--- src/rtl/fals_pkg.sv ---
// ----------------------------------------------------------------------------
// fals_pkg
// Shared types, sizes, codes and arithmetic helpers of the forced-alignment
// log-domain score block.
// ----------------------------------------------------------------------------
package fals_pkg;

	localparam int MAX_CLASSES = 32;
	localparam int CLASS_W     = $clog2(MAX_CLASSES);
	localparam int MAX_TARGETS = 64;
	localparam int POS_W       = $clog2(MAX_TARGETS);
	localparam int MAX_FRAMES  = 4096;
	localparam int FRAME_W     = $clog2(MAX_FRAMES);
	localparam int CNT_W       = 13;
	localparam int TLEN_W      = 7;
	localparam int SCALE_W     = 17;
	localparam int VAL_W       = 24;
	localparam int ALPHA_W     = 40;
	localparam int FRAC_W      = 16;
	localparam int SUM_W       = ALPHA_W + 2;
	localparam int TRANS_DEPTH = MAX_CLASSES * MAX_CLASSES;
	localparam int NUM_STAGES  = 6;
	localparam int RING_LEN    = MAX_TARGETS + NUM_STAGES;
	localparam int ROT_W       = $clog2(RING_LEN);
	localparam int TAB_W       = 16;
	localparam int IFRAC_W     = 14;

	// request kinds
	localparam logic [1:0] REQ_LABEL = 2'd0;
	localparam logic [1:0] REQ_TRANS = 2'd1;
	localparam logic [1:0] REQ_EMIS  = 2'd2;

	// configuration register indexes
	localparam logic [1:0] REG_FRAME_COUNT   = 2'd0;
	localparam logic [1:0] REG_TARGET_LENGTH = 2'd1;
	localparam logic [1:0] REG_SCORE_SCALE   = 2'd2;

	typedef logic signed [ALPHA_W-1:0] alpha_t;
	typedef logic signed [VAL_W-1:0]   val_t;

	// one ring slot: a target label and its alpha
	typedef struct packed {
		logic [CLASS_W-1:0] label;
		alpha_t             alpha;
	} item_t;

	// update kind of one target position
	typedef enum logic [2:0] {
		MODE_KEEP,
		MODE_EMIS,
		MODE_SELF,
		MODE_LSE,
		MODE_PREV
	} mode_t;

	typedef struct packed {
		mode_t mode;
		logic  cap;
	} ctl_t;

	// clamp a grown sum to the alpha range
	function automatic alpha_t sat40(input logic signed [SUM_W-1:0] x);
		logic signed [SUM_W-1:0] hi;
		logic signed [SUM_W-1:0] lo;
		hi = {3'b000, {(ALPHA_W-1){1'b1}}};
		lo = {3'b111, {(ALPHA_W-1){1'b0}}};
		if (x > hi) return {1'b0, {(ALPHA_W-1){1'b1}}};
		if (x < lo) return {1'b1, {(ALPHA_W-1){1'b0}}};
		return x[ALPHA_W-1:0];
	endfunction

	// ln(1+exp(-x)) in Q16 at x = k/4
	function automatic logic [TAB_W-1:0] lse_tab(input logic [5:0] k);
		logic [TAB_W-1:0] r;
		unique case (k)
			6'd0:  r = 16'd45426;
			6'd1:  r = 16'd37745;
			6'd2:  r = 16'd31069;
			6'd3:  r = 16'd25354;
			6'd4:  r = 16'd20530;
			6'd5:  r = 16'd16510;
			6'd6:  r = 16'd13200;
			6'd7:  r = 16'd10500;
			6'd8:  r = 16'd8318;
			6'd9:  r = 16'd6567;
			6'd10: r = 16'd5170;
			6'd11: r = 16'd4061;
			6'd12: r = 16'd3184;
			6'd13: r = 16'd2493;
			6'd14: r = 16'd1950;
			6'd15: r = 16'd1523;
			6'd16: r = 16'd1189;
			6'd17: r = 16'd928;
			6'd18: r = 16'd724;
			6'd19: r = 16'd565;
			6'd20: r = 16'd440;
			6'd21: r = 16'd343;
			6'd22: r = 16'd267;
			6'd23: r = 16'd208;
			6'd24: r = 16'd162;
			6'd25: r = 16'd126;
			6'd26: r = 16'd98;
			6'd27: r = 16'd77;
			6'd28: r = 16'd60;
			6'd29: r = 16'd47;
			6'd30: r = 16'd36;
			6'd31: r = 16'd28;
			6'd32: r = 16'd22;
			default: r = '0;
		endcase
		return r;
	endfunction

endpackage

--- src/rtl/fals_cell.sv ---
// ----------------------------------------------------------------------------
// fals_cell
// One slot of the alpha ring: holds a target label and its alpha, passes
// both to its neighbor on every shift.
// ----------------------------------------------------------------------------
module fals_cell import fals_pkg::*; (
	input  logic               clk,
	input  logic               shift_en,
	input  logic               label_we,
	input  logic [CLASS_W-1:0] label_in,
	input  item_t              d,
	output item_t              q
);

	item_t slot_q;

	// shift along the ring, or take a label write while parked
	always_ff @(posedge clk) begin
		if (shift_en) begin
			slot_q <= d;
		end else if (label_we) begin
			slot_q.label <= label_in;
		end
	end

	assign q = slot_q;

endmodule

--- config.mk ---
export PLATFORM = sky130hd
export DESIGN_NAME = fals_cell
export DESIGN_NICKNAME = d
export VERILOG_FILES = /design/src/rtl/fals_pkg.sv /design/src/rtl/fals_cell.sv
export SDC_FILE = /design/constraint.sdc
export NUM_CORES = 1
export LEC_CHECK = 0
export BUFFER_PORTS_ARGS = -buffer_cell sky130_fd_sc_hd__buf_4
export CAP_MARGIN = 20
export CORE_MARGIN = 2
export CORE_UTILIZATION = 36
export DETAILED_ROUTE_END_ITERATION = 6
export GPL_TIMING_DRIVEN = 0
export PLACE_DENSITY_LB_ADDON = 0.05
export SYNTH_ARGS = -nofsm -noshare
export SYNTH_HDL_FRONTEND = slang
export SYNTH_SLANG_ARGS = --single-unit
--- constraint.sdc ---
create_clock -name clk -period 0.8 [get_ports clk]
set_clock_uncertainty 0.2 [all_clocks]
set_input_delay 0.08 -clock clk [delete_from_list [all_inputs] [get_ports clk]]
set_output_delay 0.08 -clock clk [all_outputs]
set_load 0.05 [all_outputs]
Word-level counts from Yosys, hierarchy flattened
Index checks and enable logic that the tools add are counted.
{"block": "totals", "ff_bits": 45, "latch_bits": 0, "mem_bits_rw": 0, "rom_bits": 0, "in_bits": 53, "output_inout_bits": 45, "wordCells": 5, "memories": 0}
{"block": "classes", "addsub": 0, "multipliers": 0, "div_mod_pow": 0, "n_lt_le_gt_ge": 0, "n_eq_ne": 0, "shift": 0, "muxes": 2, "n_bitwise": 0, "n_reduce_logical": 1}
{"op": "two-way mux 5 bit", "count": 2}
{"op": "nonzero test 2 bit", "count": 1}

Logic depth before layout (Yosys ltp)
Gate-level depths: netlist of run 1.
{"block": "depth", "depth_word": 2, "depth_mapped": 1, "ltp_nobuf": 1}

Worst setup path before layout of run 1
No wires, ideal clock.
{"block": "synth_timing", "path_kind": "register to output", "start": "register slot_q (netlist bit q[0])", "end": "output q[0] (netlist bit)", "t_arrival_ps": 601, "t_required_ps": 520, "path_slack_ps": -81, "stages_incl_launch_ff": 1, "n_path_buf": 0, "cell_sequence": "edfxtp_1"}
{"item": "start, declared", "line_no": "fals_cell.sv:15", "rtl": "item_t slot_q;"}
{"item": "end, declared", "line_no": "fals_cell.sv:12", "rtl": "output item_t q"}
No word-level cell between the ends.

Worst setup path in the final report of run 1
{"block": "layout_timing", "start": "register slot_q (netlist bit q[16])", "end": "output q[16] (netlist bit)"}
No word-level cell between the ends.

==> results of run 1 <==
[per-stage QoR]
stage	power, W	setup TNS, ps
detailed placement	0.00418	-19770
CTS	0.00559	-14780
finish	0.00552	-14060
global placement	0.00416	-19480
floorplan	0.00364	-3660
global route	0.00574	-15760
[synthesized netlist by cell type]
cell,number
sky130_fd_sc_hd__or2_2,1
sky130_fd_sc_hd__edfxtp_1,45
sky130_fd_sc_hd__mux2_2,5
[final timing paths]
path	from	to	slack, ps	cells past startpoint
setup / recovery	q[16]$_DFFE_PP_	q[16]	-340	1
hold / removal	d[33]	q[33]$_DFFE_PP_	-230	1
[timing repair]
action / in CTS / in global routing
setup endpoints to repair: 95 / 50
endpoints found under the hold margin: 90 / 90
resized for setup: 48 / 1
[routing by layer]
metal | part of all wire | wire, µm | up-vias | global-route usage
li1 | - | - | 412 | -
met1 | 0.32 | 868 | 401 | 0.120
met2 | 0.59 | 1610 | 52 | 0.235
met3 | 0.090 | 245 | 0 | 0.0574
met4 | 0 | 0 | 0 | 0.0306
met5 | 0 | 0 | - | 0
[power by group]
| part | internal [W] | total, W | switching [W] |
|---|---|---|---|
| registers | 0.00282 | 0.00290 | 0.0000877 |
| logic | 0.000548 | 0.00137 | 0.000821 |
| clock network | 0.000604 | 0.00124 | 0.000641 |
| total | 0.00397 | 0.00552 | 0.00155 |
[logic make-up after synthesis]
logic type,Yosys count,synth area share
AND/OR/NAND/NOR,1,0.00443
flip-flops,45,0.956
multiplexers,5,0.0398
[final cells by class]
| class | count | area share |
|---|---|---|
| timing repair buffer | 97 | 0.368 |
| clock inverter | 2 | 0.00401 |
| multi-input combinational | 6 | 0.0336 |
| sequential | 45 | 0.542 |
| clock buffer | 6 | 0.0291 |
| tap | 48 | 0.0241 |
==> run summary, run 1 <==
The cell area after placement came out at 2220 µm². The hold violation count in the final report came out at 90. The netlist area before placement came out at 1410 µm². The length of the first detailed-routing pass in iterations came out at 2. The slowest stage of the critical path is the sky130_fd_sc_hd__edfxtp_1 cell.

Of the cells placed in the final design, the portion with a size suffix greater than 1 is 0.705. For the worst setup path, the data required time is 520 ps. The leakage power figure is 1.06 nW. The largest stage delay on the critical path is 410 ps.

Of the post-synthesis cell area, the dominant cell type holds 0.956. The worst slew margin relative to its limit came out at 0.853. The number of pins exceeding their max-slew limit in the final report came out at 0.

The count of distinct cell types in the synthesized netlist came out at 3. Summing all non-filler instances in the final layout gives an area of 2490 µm². Dividing the detail-routed wire length by the instance count gives 13.3 µm. Leaving out fill and tap cells, the most frequent cells in the layout are sky130_fd_sc_hd__buf_4, sky130_fd_sc_hd__buf_6, sky130_fd_sc_hd__edfxtp_1, sky130_fd_sc_hd__mux2_4, sky130_fd_sc_hd__clkbuf_8.

In this run, synthesis produced a sequential element count of 45. The initial antenna violation count is 0. The synthesized area per cell is 27.7 µm². The die area came out at 4440 µm². The I/O pin total is 98. The number of endpoints failing setup at the final stage came out at 45. The starting DRC count in detailed routing came out at 29.

In the final design database the tool counted 208 nets. The global-route usage over all layers came out at 0.124. The path type of the worst min-delay path is input port to flop.

Across all hold checks on the routed design, the worst slack comes to -228 ps. The storage element area came out at 1350 µm². The tree is rooted in a sky130_fd_sc_hd__clkbuf_8. The post-CTS setup buffer count came out at 0. Compared with the post-synthesis result, the final layout area differs by 76.5%.

The utilization of the core after routing came out at 0.671. Walking the worst path, the cells encountered are buf_6. The count of antenna diodes in the layout came out at 0.

TritonCTS built the clock tree. The number of I/O port buffers is 97. The worst setup path is captured at a primary output.

The final critical-path required period is 1140 ps. The maximum number of pins on one net before global-route repair came out at 47. The total power per unit cell area is 2210 nW/µm². The post-synthesis sequential area ratio is 0.956. The number of sinks on the clock net came out at 45.

The total overflow reported by the global router is 0. The core area is 3720 µm². The gate count of the mapped netlist is 51. The global-route wire length before repair came out at 3820 µm.

The total wire length came out at 2720 µm. The number of standard cells in the layout, taps in and fillers out is 204. For this run, design rule violations remaining after detail routing come to 0.

STA classifies the critical path startpoint as a flop. The post-route antenna net violation count came out at 0. The transition time of the tightest slew-check pin is 221 ps. The slack of the critical path is -337 ps. Max-cap violations in this run came to 0. The buffer and inverter count on the worst path came out at 1. The run finished, with violations left. The library cell used most frequently in the layout, excluding fill and tap cells, is sky130_fd_sc_hd__buf_4. In this run the number of H-tree levels came out at 2. The highest achievable clock rate is 0.880 GHz. The total of fill cells in the finished design came out at 282. The register with the most flip-flops in the layout has 45 of them. For this block, the via count after detailed routing is 865.

The row count came out at 22. The die is 66.7 µm tall. The number of global-route vias before repair came out at 850. The placer's final routability congestion estimate is 0.747. The number of warnings reported in the yosys synthesis log came out at 0.

The cell count after placement came out at 196. The multi-input gate area in the final layout is 83.8 µm². For this configuration, the core starts out at a cell density of 0.380.

The width of the die is 66.7 µm. The CTS clock-pin slew for the worst setup and hold paths is 70 ps. Along the worst path, the maximum fanout reaches 1. The placement-stage worst setup slack came out at -563 ps. sky130_fd_sc_hd__edfxtp_1 takes more of the synthesized area than any other cell. Setup repair after global routing could not meet its margin everywhere. The portion of the clock cycle consumed by the worst path in the final layout came out at 1.42. The deepest clock path buffer count came out at 2. The final reports fail on hold timing, setup timing. The peak ir drop on the vdd network came out at 1.36 mV. The total CTS buffers is 5. Sorting the synthesized cells by area gives the leading types as sky130_fd_sc_hd__edfxtp_1, sky130_fd_sc_hd__mux2_2, sky130_fd_sc_hd__or2_2. By startpoint and endpoint, the worst setup path is classified as flop to primary output. The number of nets in the synthesized netlist is 104. The data arrival at the endpoint of the critical path is 860 ps.

The detail-routed via count per cell came out at 4.24. Among cell families on the critical path, the largest total delay comes from flip-flops.
(Power assumes the default switching activity.)
==> run 2: changes to the inputs <==
- ABC_AREA: unset -> 1
==> run summary, run 2 <==
The I/O pin total came out at 98 (unchanged). The vertical die dimension came out at 66.8 µm (+0.12%). The number of flip-flops under the largest register name is 45 (unchanged).

The count of distinct cell types in the synthesized netlist is 4 (+1). The met1 track utilization from global routing is 0.116 (-0.00421). The checks that failed: hold timing, setup timing. The transition time of the tightest slew-check pin is 232 ps (+10.7 ps). The slack of the critical path came out at -352 ps (-15.2 ps). The netlist area before placement came out at 1420 µm² (+0.27%). The global-route wire length before repair came out at 3940 µm (+3.1%). Setup repair after global routing could not meet its margin everywhere. The largest stage delay on the critical path is 410 ps (about the same).

The initial cell density of the core came to 0.381 (+0.00101). The synthesized area per cell is 22.9 µm² (-18%). The run finished, with violations left. The total wire length is 2770 µm (+1.9%). The number of standard cells in the layout, taps in and fillers out came to 214 (+4.9%). The flip-flop cell with the highest count after synthesis is sky130_fd_sc_hd__edfxtp_1. The detail-routed via count per cell came out at 4.22 (-0.37%).

The number of pins exceeding their max-slew limit in the final report came out at 0 (unchanged). The most common cell after layout, fill and taps aside is sky130_fd_sc_hd__buf_4. The hold violation count in the final report was 90 (unchanged). The count of antenna diodes in the layout is 0 (unchanged). The utilization of the core after routing is 0.671 (about the same). The starting DRC count in detailed routing is 44 (+52%). The data arrival at the endpoint of the critical path is 870 ps (about the same). The critical-path maximum fanout came out at 1 (unchanged). The fraction of synthesis flops using an asynchronous set or reset pin is 0 (unchanged). The CTS clock-pin slew for the worst setup and hold paths came out at 80 ps (about the same). In this design, the largest share of critical-path delay is due to flip-flops. The total via count in the routed design is 904 (+4.5%).

The average wire per cell in the routed design is 12.9 µm (-2.8%). The storage element area is 1350 µm² (unchanged). By instance count, the leading cell after synthesis is sky130_fd_sc_hd__edfxtp_1.

The buffer and inverter count on the worst path is 1 (unchanged). The global-route usage over all layers came out at 0.126 (+0.00228). The length of the first detailed-routing pass in iterations came to 4 (+2). The total of fill cells in the finished design is 284 (+0.71%). The data required time of the worst path came to 520 ps (about the same).

The H-tree depth came to 2 (unchanged). The slowest stage of the critical path belongs to the cell sky130_fd_sc_hd__edfxtp_1. The sink of the worst hold path is q[39]$_DFFE_PP_. The number of sinks on the clock net came out at 45 (unchanged). By area the synthesized netlist is led by sky130_fd_sc_hd__edfxtp_1, sky130_fd_sc_hd__nand2_1, sky130_fd_sc_hd__or2_1.

The worst setup path is captured at a primary output. The deepest clock path buffer count came out at 2 (unchanged). The peak ir drop on the vdd network came to 1.81 mV (+33%). The root buffer cell chosen for the clock tree is sky130_fd_sc_hd__clkbuf_8. The final critical-path required period is 1150 ps (+15.2 ps). The number of warnings reported in the yosys synthesis log came out at 0 (unchanged). Leaving out fill and tap cells, the most frequent cells in the layout are sky130_fd_sc_hd__buf_4, sky130_fd_sc_hd__buf_6, sky130_fd_sc_hd__edfxtp_1, sky130_fd_sc_hd__nand2_1, sky130_fd_sc_hd__clkbuf_8. TritonCTS built the clock tree. The total CTS buffers came out at 5 (unchanged). The tightest hold margin came to -240 ps (-12.0 ps). The global routing stage identified its most utilized layer as met2. The internal power summed over all cells is 0.00425 W (+7.0%). The width of the die is 66.8 µm (+0.12%).

The clock share of power is 0.273 (+0.047). The number of endpoints failing setup at the final stage came out at 45 (unchanged). The worst slew margin relative to its limit is 0.845 (-0.00714). The die area is 4460 µm² (+0.24%).

The multi-input gate area in the final layout came out at 65.1 µm² (-22%). The post-CTS setup buffer count came to 0 (unchanged). The cell count after placement came out at 207 (+5.6%).

The number of global-route vias before repair is 877 (+3.2%). The post-synthesis sequential area ratio is 0.953 (-0.00253). The row count came to 22 (unchanged).

The total of max-cap violations came out at 0 (unchanged). The min-delay analysis places its worst path in the category input port to flop. The share of the synthesized area in the top cell type came out at 0.953 (-0.00253). The met2 track utilization from global routing was 0.224 (-0.0112). The share of final-layout standard cells stronger than drive strength 1 is 0.639 (-0.0666). The post-route antenna net violation count came to 0 (unchanged). The post-synthesis net count came to 115 (+11%). The met3 layer usage reported by global route is 0.0642 (+0.00676). The number of flops mapped to enable cells by yosys came out at 45 (unchanged). The leading area contributor after synthesis is sky130_fd_sc_hd__edfxtp_1.

The placer's final routability congestion estimate is 0.632 (-15%). The maximum number of pins on one net before global-route repair is 48 (+2.1%). The highest achievable clock rate was 0.868 GHz (-1.3%). The portion of the clock cycle consumed by the worst path in the final layout is 1.44 (+0.0190).

The initial antenna violation count is 0 (unchanged). The layout net count is 219 (+5.3%). After synthesis, the most frequently instantiated cells are sky130_fd_sc_hd__edfxtp_1, sky130_fd_sc_hd__nand2_1, sky130_fd_sc_hd__inv_2, sky130_fd_sc_hd__or2_1. The gate count of the mapped netlist is 62 (+22%). The core area is 3720 µm² (unchanged). The switching part of the total power is 0.274 (-0.00674). The startpoint identified for the worst hold timing path is d[39]. The leakage power figure is 1.08 nW (+1.3%). Walking the worst path, the cells encountered are buf_6. The number of register bits inferred by synthesis was 45 (unchanged). The total power per unit cell area was 2350 nW/µm² (+6.1%). The total overflow reported by the global router came out at 0 (unchanged).

The share of power burned in registers is 0.495 (-0.031). The number of I/O port buffers is 97 (unchanged). The reported net switching power was 0.00160 W (+3.5%).

Compared with the post-synthesis result, the final layout area differs by 75.9%. The number of cells traversed by the worst hold path came out at 1 (unchanged). The remaining routing DRC violations came out at 0 (unchanged). The combinational power share came out at 0.231 (-0.017). The worst setup path category is flop to primary output. STA classifies the critical path startpoint as a flop.
-- run 2: stage by stage --
stage	total power, W	instance area, µm²	setup TNS, ps	worst slack (ps)	hold WS (ps)
global route	0.00605	2490	-15860	-376	-256
floorplan	0.00363	1420	-3630	-80.6	-21.1
CTS	0.00590	2490	-14860	-363	-248
global placement	0.00414	2210	-17270	-485	58.1
detailed placement	0.00416	2210	-18580	-508	59.3
finish	0.00585	2490	-14260	-352	-240
-- run 2: kinds of logic (layout without fill, tap and decap cells) --
logic type / Yosys count / count (layout) / synth area share
flops: 45 / 45 / 0.953
simple gates: 16 / 16 / 0.0441
buf+inv: 1 / 105 / 0.00265
-- run 2: cell type report --
type	instances	area share
multi-input cells	16	0.0261
flip-flops and latches	45	0.542
inverters	1	0.00151
well taps	48	0.0241
clock buffers	5	0.0276
repair buffers	97	0.365
clock inverters	2	0.0140
-- run 2: how the worst max path moves through the flow --
stage	end	cells after the start	slack, ps	startpoint
3_3_place_gp	q[40]$_DFFE_PP_	2	-490	shift_en
5_1_grt	q[15]	1	-380	q[15]$_DFFE_PP_
4_1_cts	q[15]	1	-360	q[15]$_DFFE_PP_
2_1_floorplan	q[0]	0	-80	q[0]$_DFFE_PP_
6_report	q[15]	1	-350	q[15]$_DFFE_PP_
3_5_place_dp	q[40]$_DFFE_PP_	2	-510	shift_en
-- run 2: power groups by stage --
stage / sequential (W) / clock (W) / combinational (W)
2_1_floorplan: 0.00360 / 0 / 0.0000270
3_3_place_gp: 0.00291 / 0 / 0.00123
3_5_place_dp: 0.00292 / 0 / 0.00124
4_1_cts: 0.00290 / 0.00164 / 0.00136
5_1_grt: 0.00292 / 0.00173 / 0.00141
6_report: 0.00290 / 0.00160 / 0.00135
-- run 2: layer usage --
metal / routed length, µm / vias to the layer above
met1: 882 / 405
li1: - / 438
met3: 340 / 5
met5: 0 / -
met2: 1490 / 56
met4: 57 / 0
-- run 2: timing repair --
action / in CTS / in global routing
setup endpoints to repair: 95 / 51
hold endpoints to repair: 90 / 90
gates resized for setup: 47 / 1
cloned: 0 / 0
==> run 3: changes to the inputs <==
- CTS_CLUSTER_SIZE: unset -> 24
- SETUP_SLACK_MARGIN: unset -> 0.2
==> run summary, run 3 (synthesized netlist as in run 2, its figures left out) <==
The flow ran to the end, but the final reports show violations. The checks that failed: hold timing, setup timing. The portion of the clock cycle consumed by the worst path in the final layout is 1.43 (-0.0110). The storage element area was 1350 µm² (unchanged). The transition time of the tightest slew-check pin is 122 ps (-110 ps). The total of max-cap violations is 0 (unchanged). The logic depth of the worst path, buffers included came to 1 (unchanged).

The cell family contributing the most delay on the critical path is flip-flops. The row count came out at 22 (unchanged). The detail-routed via count per cell is 4.24 (+0.39%).

The starting DRC count in detailed routing came to 31 (-30%). The critical path goes through buf_6. The layout net count is 224 (+2.3%). The CTS clock-pin slew for the worst setup and hold paths came to 80 ps (about the same).

The average wire per cell in the routed design was 13.7 µm (+5.5%). The highest achievable clock rate is 0.875 GHz (+0.77%). The die area is 4460 µm² (unchanged). The initial antenna violation count is 0 (unchanged). The number of cells traversed by the worst hold path came out at 1 (unchanged). The width of the die came out at 66.8 µm (unchanged). The number of sinks on the clock net came out at 45 (unchanged). The total via count in the routed design was 933 (+3.2%). The root cell of the clock tree is sky130_fd_sc_hd__clkbuf_8. The H-tree depth is 2 (unchanged). The number of endpoints failing setup at the final stage is 45 (unchanged). The initial cell density of the core came to 0.381 (unchanged). The tightest hold margin is -240 ps (+0.359 ps).

The data required time of the worst path is 520 ps (about the same). The cell area after placement came to 2230 µm² (+1.1%). The global-route usage over all layers came out at 0.141 (+0.0148).

The vertical die dimension came out at 66.8 µm (unchanged). The number of global-route vias before repair is 933 (+6.4%). The maximum number of pins on one net before global-route repair came out at 24 (-50%).

The share of final-layout standard cells stronger than drive strength 1 came out at 0.669 (+0.0301). The leakage power figure came to 1.12 nW (+4.6%). The total CTS buffers is 5 (unchanged). The peak ir drop on the vdd network came out at 1.03 mV (-43%). The number of flip-flops under the largest register name came out at 45 (unchanged). In the layout the commonest cells are sky130_fd_sc_hd__buf_4, sky130_fd_sc_hd__buf_6, sky130_fd_sc_hd__edfxtp_1, sky130_fd_sc_hd__nand2_1. The total power per unit cell area was 2160 nW/µm² (-8.0%).

The number of I/O port buffers was 97 (unchanged). The largest stage delay on the critical path is 400 ps (about the same). The global-route wire length before repair is 4350 µm (+10%). The min-delay analysis places its worst path in the category input port to flop. Setup repair after global routing could not meet its margin everywhere. The setup path with the least slack is of type flop to primary output.

The most common cell after layout, fill and taps aside is sky130_fd_sc_hd__buf_4. The final critical-path required period is 1140 ps (-8.81 ps). The clock tree from TritonCTS is yes. The hold violation count in the final report came out at 90 (unchanged). The length of the first detailed-routing pass in iterations came out at 4 (unchanged). The count of antenna diodes in the layout is 0 (unchanged). The remaining routing DRC violations is 0 (unchanged). The slowest stage of the critical path belongs to the cell sky130_fd_sc_hd__edfxtp_1. The post-route cell area came out at 2600 µm² (+4.4%). STA classifies the critical path endpoint as a primary output. The post-route antenna net violation count was 0 (unchanged). The total of fill cells in the finished design is 261 (-8.1%). The number of pins exceeding their max-slew limit in the final report came to 0 (unchanged).

The slack of the critical path is -343 ps (+8.81 ps). The total wire length is 3010 µm (+8.4%). The total overflow reported by the global router is 0 (unchanged). The worst slew margin relative to its limit was 0.919 (+0.0734). The buffer and inverter count on the worst path came out at 1 (unchanged). From synthesis to final layout, the design area changed by 83.6%.

The deepest clock path buffer count is 2 (unchanged). The placer's final routability congestion estimate came out at 0.657 (+4.1%). The I/O pin total came out at 98 (unchanged).

The critical-path maximum fanout came out at 1 (unchanged). The data arrival at the endpoint of the critical path came to 860 ps (about the same). The multi-input gate area in the final layout is 77.6 µm² (+19%). The kind of start point of the critical path is a flop.

The core area is 3720 µm² (unchanged).
[run 3: per-stage QoR]
step,cells,util,setup WS (ps),TNS [ps],total power [W]
final,220,0.700,-343,-14400,0.00561
after detailed placement,207,0.601,-573,-20870,0.00418
after global placement,207,0.601,-546,-19500,0.00415
after CTS,220,0.699,-364,-15050,0.00567
after global routing,220,0.700,-387,-16100,0.00583
after floorplan,62,-,-80.6,-3630,0.00364
[run 3: per-layer routing]
layer / track usage / vias up / share of wire
met3: 0.0828 / 4 / 0.14
met4: 0.0459 / 0 / 0.012
met5: 0 / - / 0
met1: 0.142 / 421 / 0.32
li1: - / 450 / -
met2: 0.243 / 58 / 0.53
[run 3: worst paths after layout]
| path | slack (ps) | from | end |
|---|---|---|---|
| max | -340 | q[43]$_DFFE_PP_ | q[43] |
| min | -240 | d[37] | q[37]$_DFFE_PP_ |
[run 3: what timing repair did]
item / in CTS / in global routing
gates resized for setup: 50 / 1
endpoints found under the hold margin: 90 / 90
cloned: 2 / 0
buffers inserted: 3 / 0
endpoints found under the setup margin: 95 / 50
pin swaps: 1 / 0
[run 3: area by class of cell]
| class | instances | share of cell area |
|---|---|---|
| well taps | 48 | 0.0231 |
| clock buffers | 5 | 0.0264 |
| clock inverters | 3 | 0.00481 |
| repair buffers | 102 | 0.390 |
| inverters | 1 | 0.00625 |
| multi-input cells | 16 | 0.0298 |
| flip-flops and latches | 45 | 0.519 |
[run 3: power breakdown]
part / internal (W) / switching (W) / leakage (nW)
clock network: 0.000588 / 0.000696 / 0.0430
registers: 0.00281 / 0.0000846 / 0.443
logic: 0.000584 / 0.000847 / 0.639
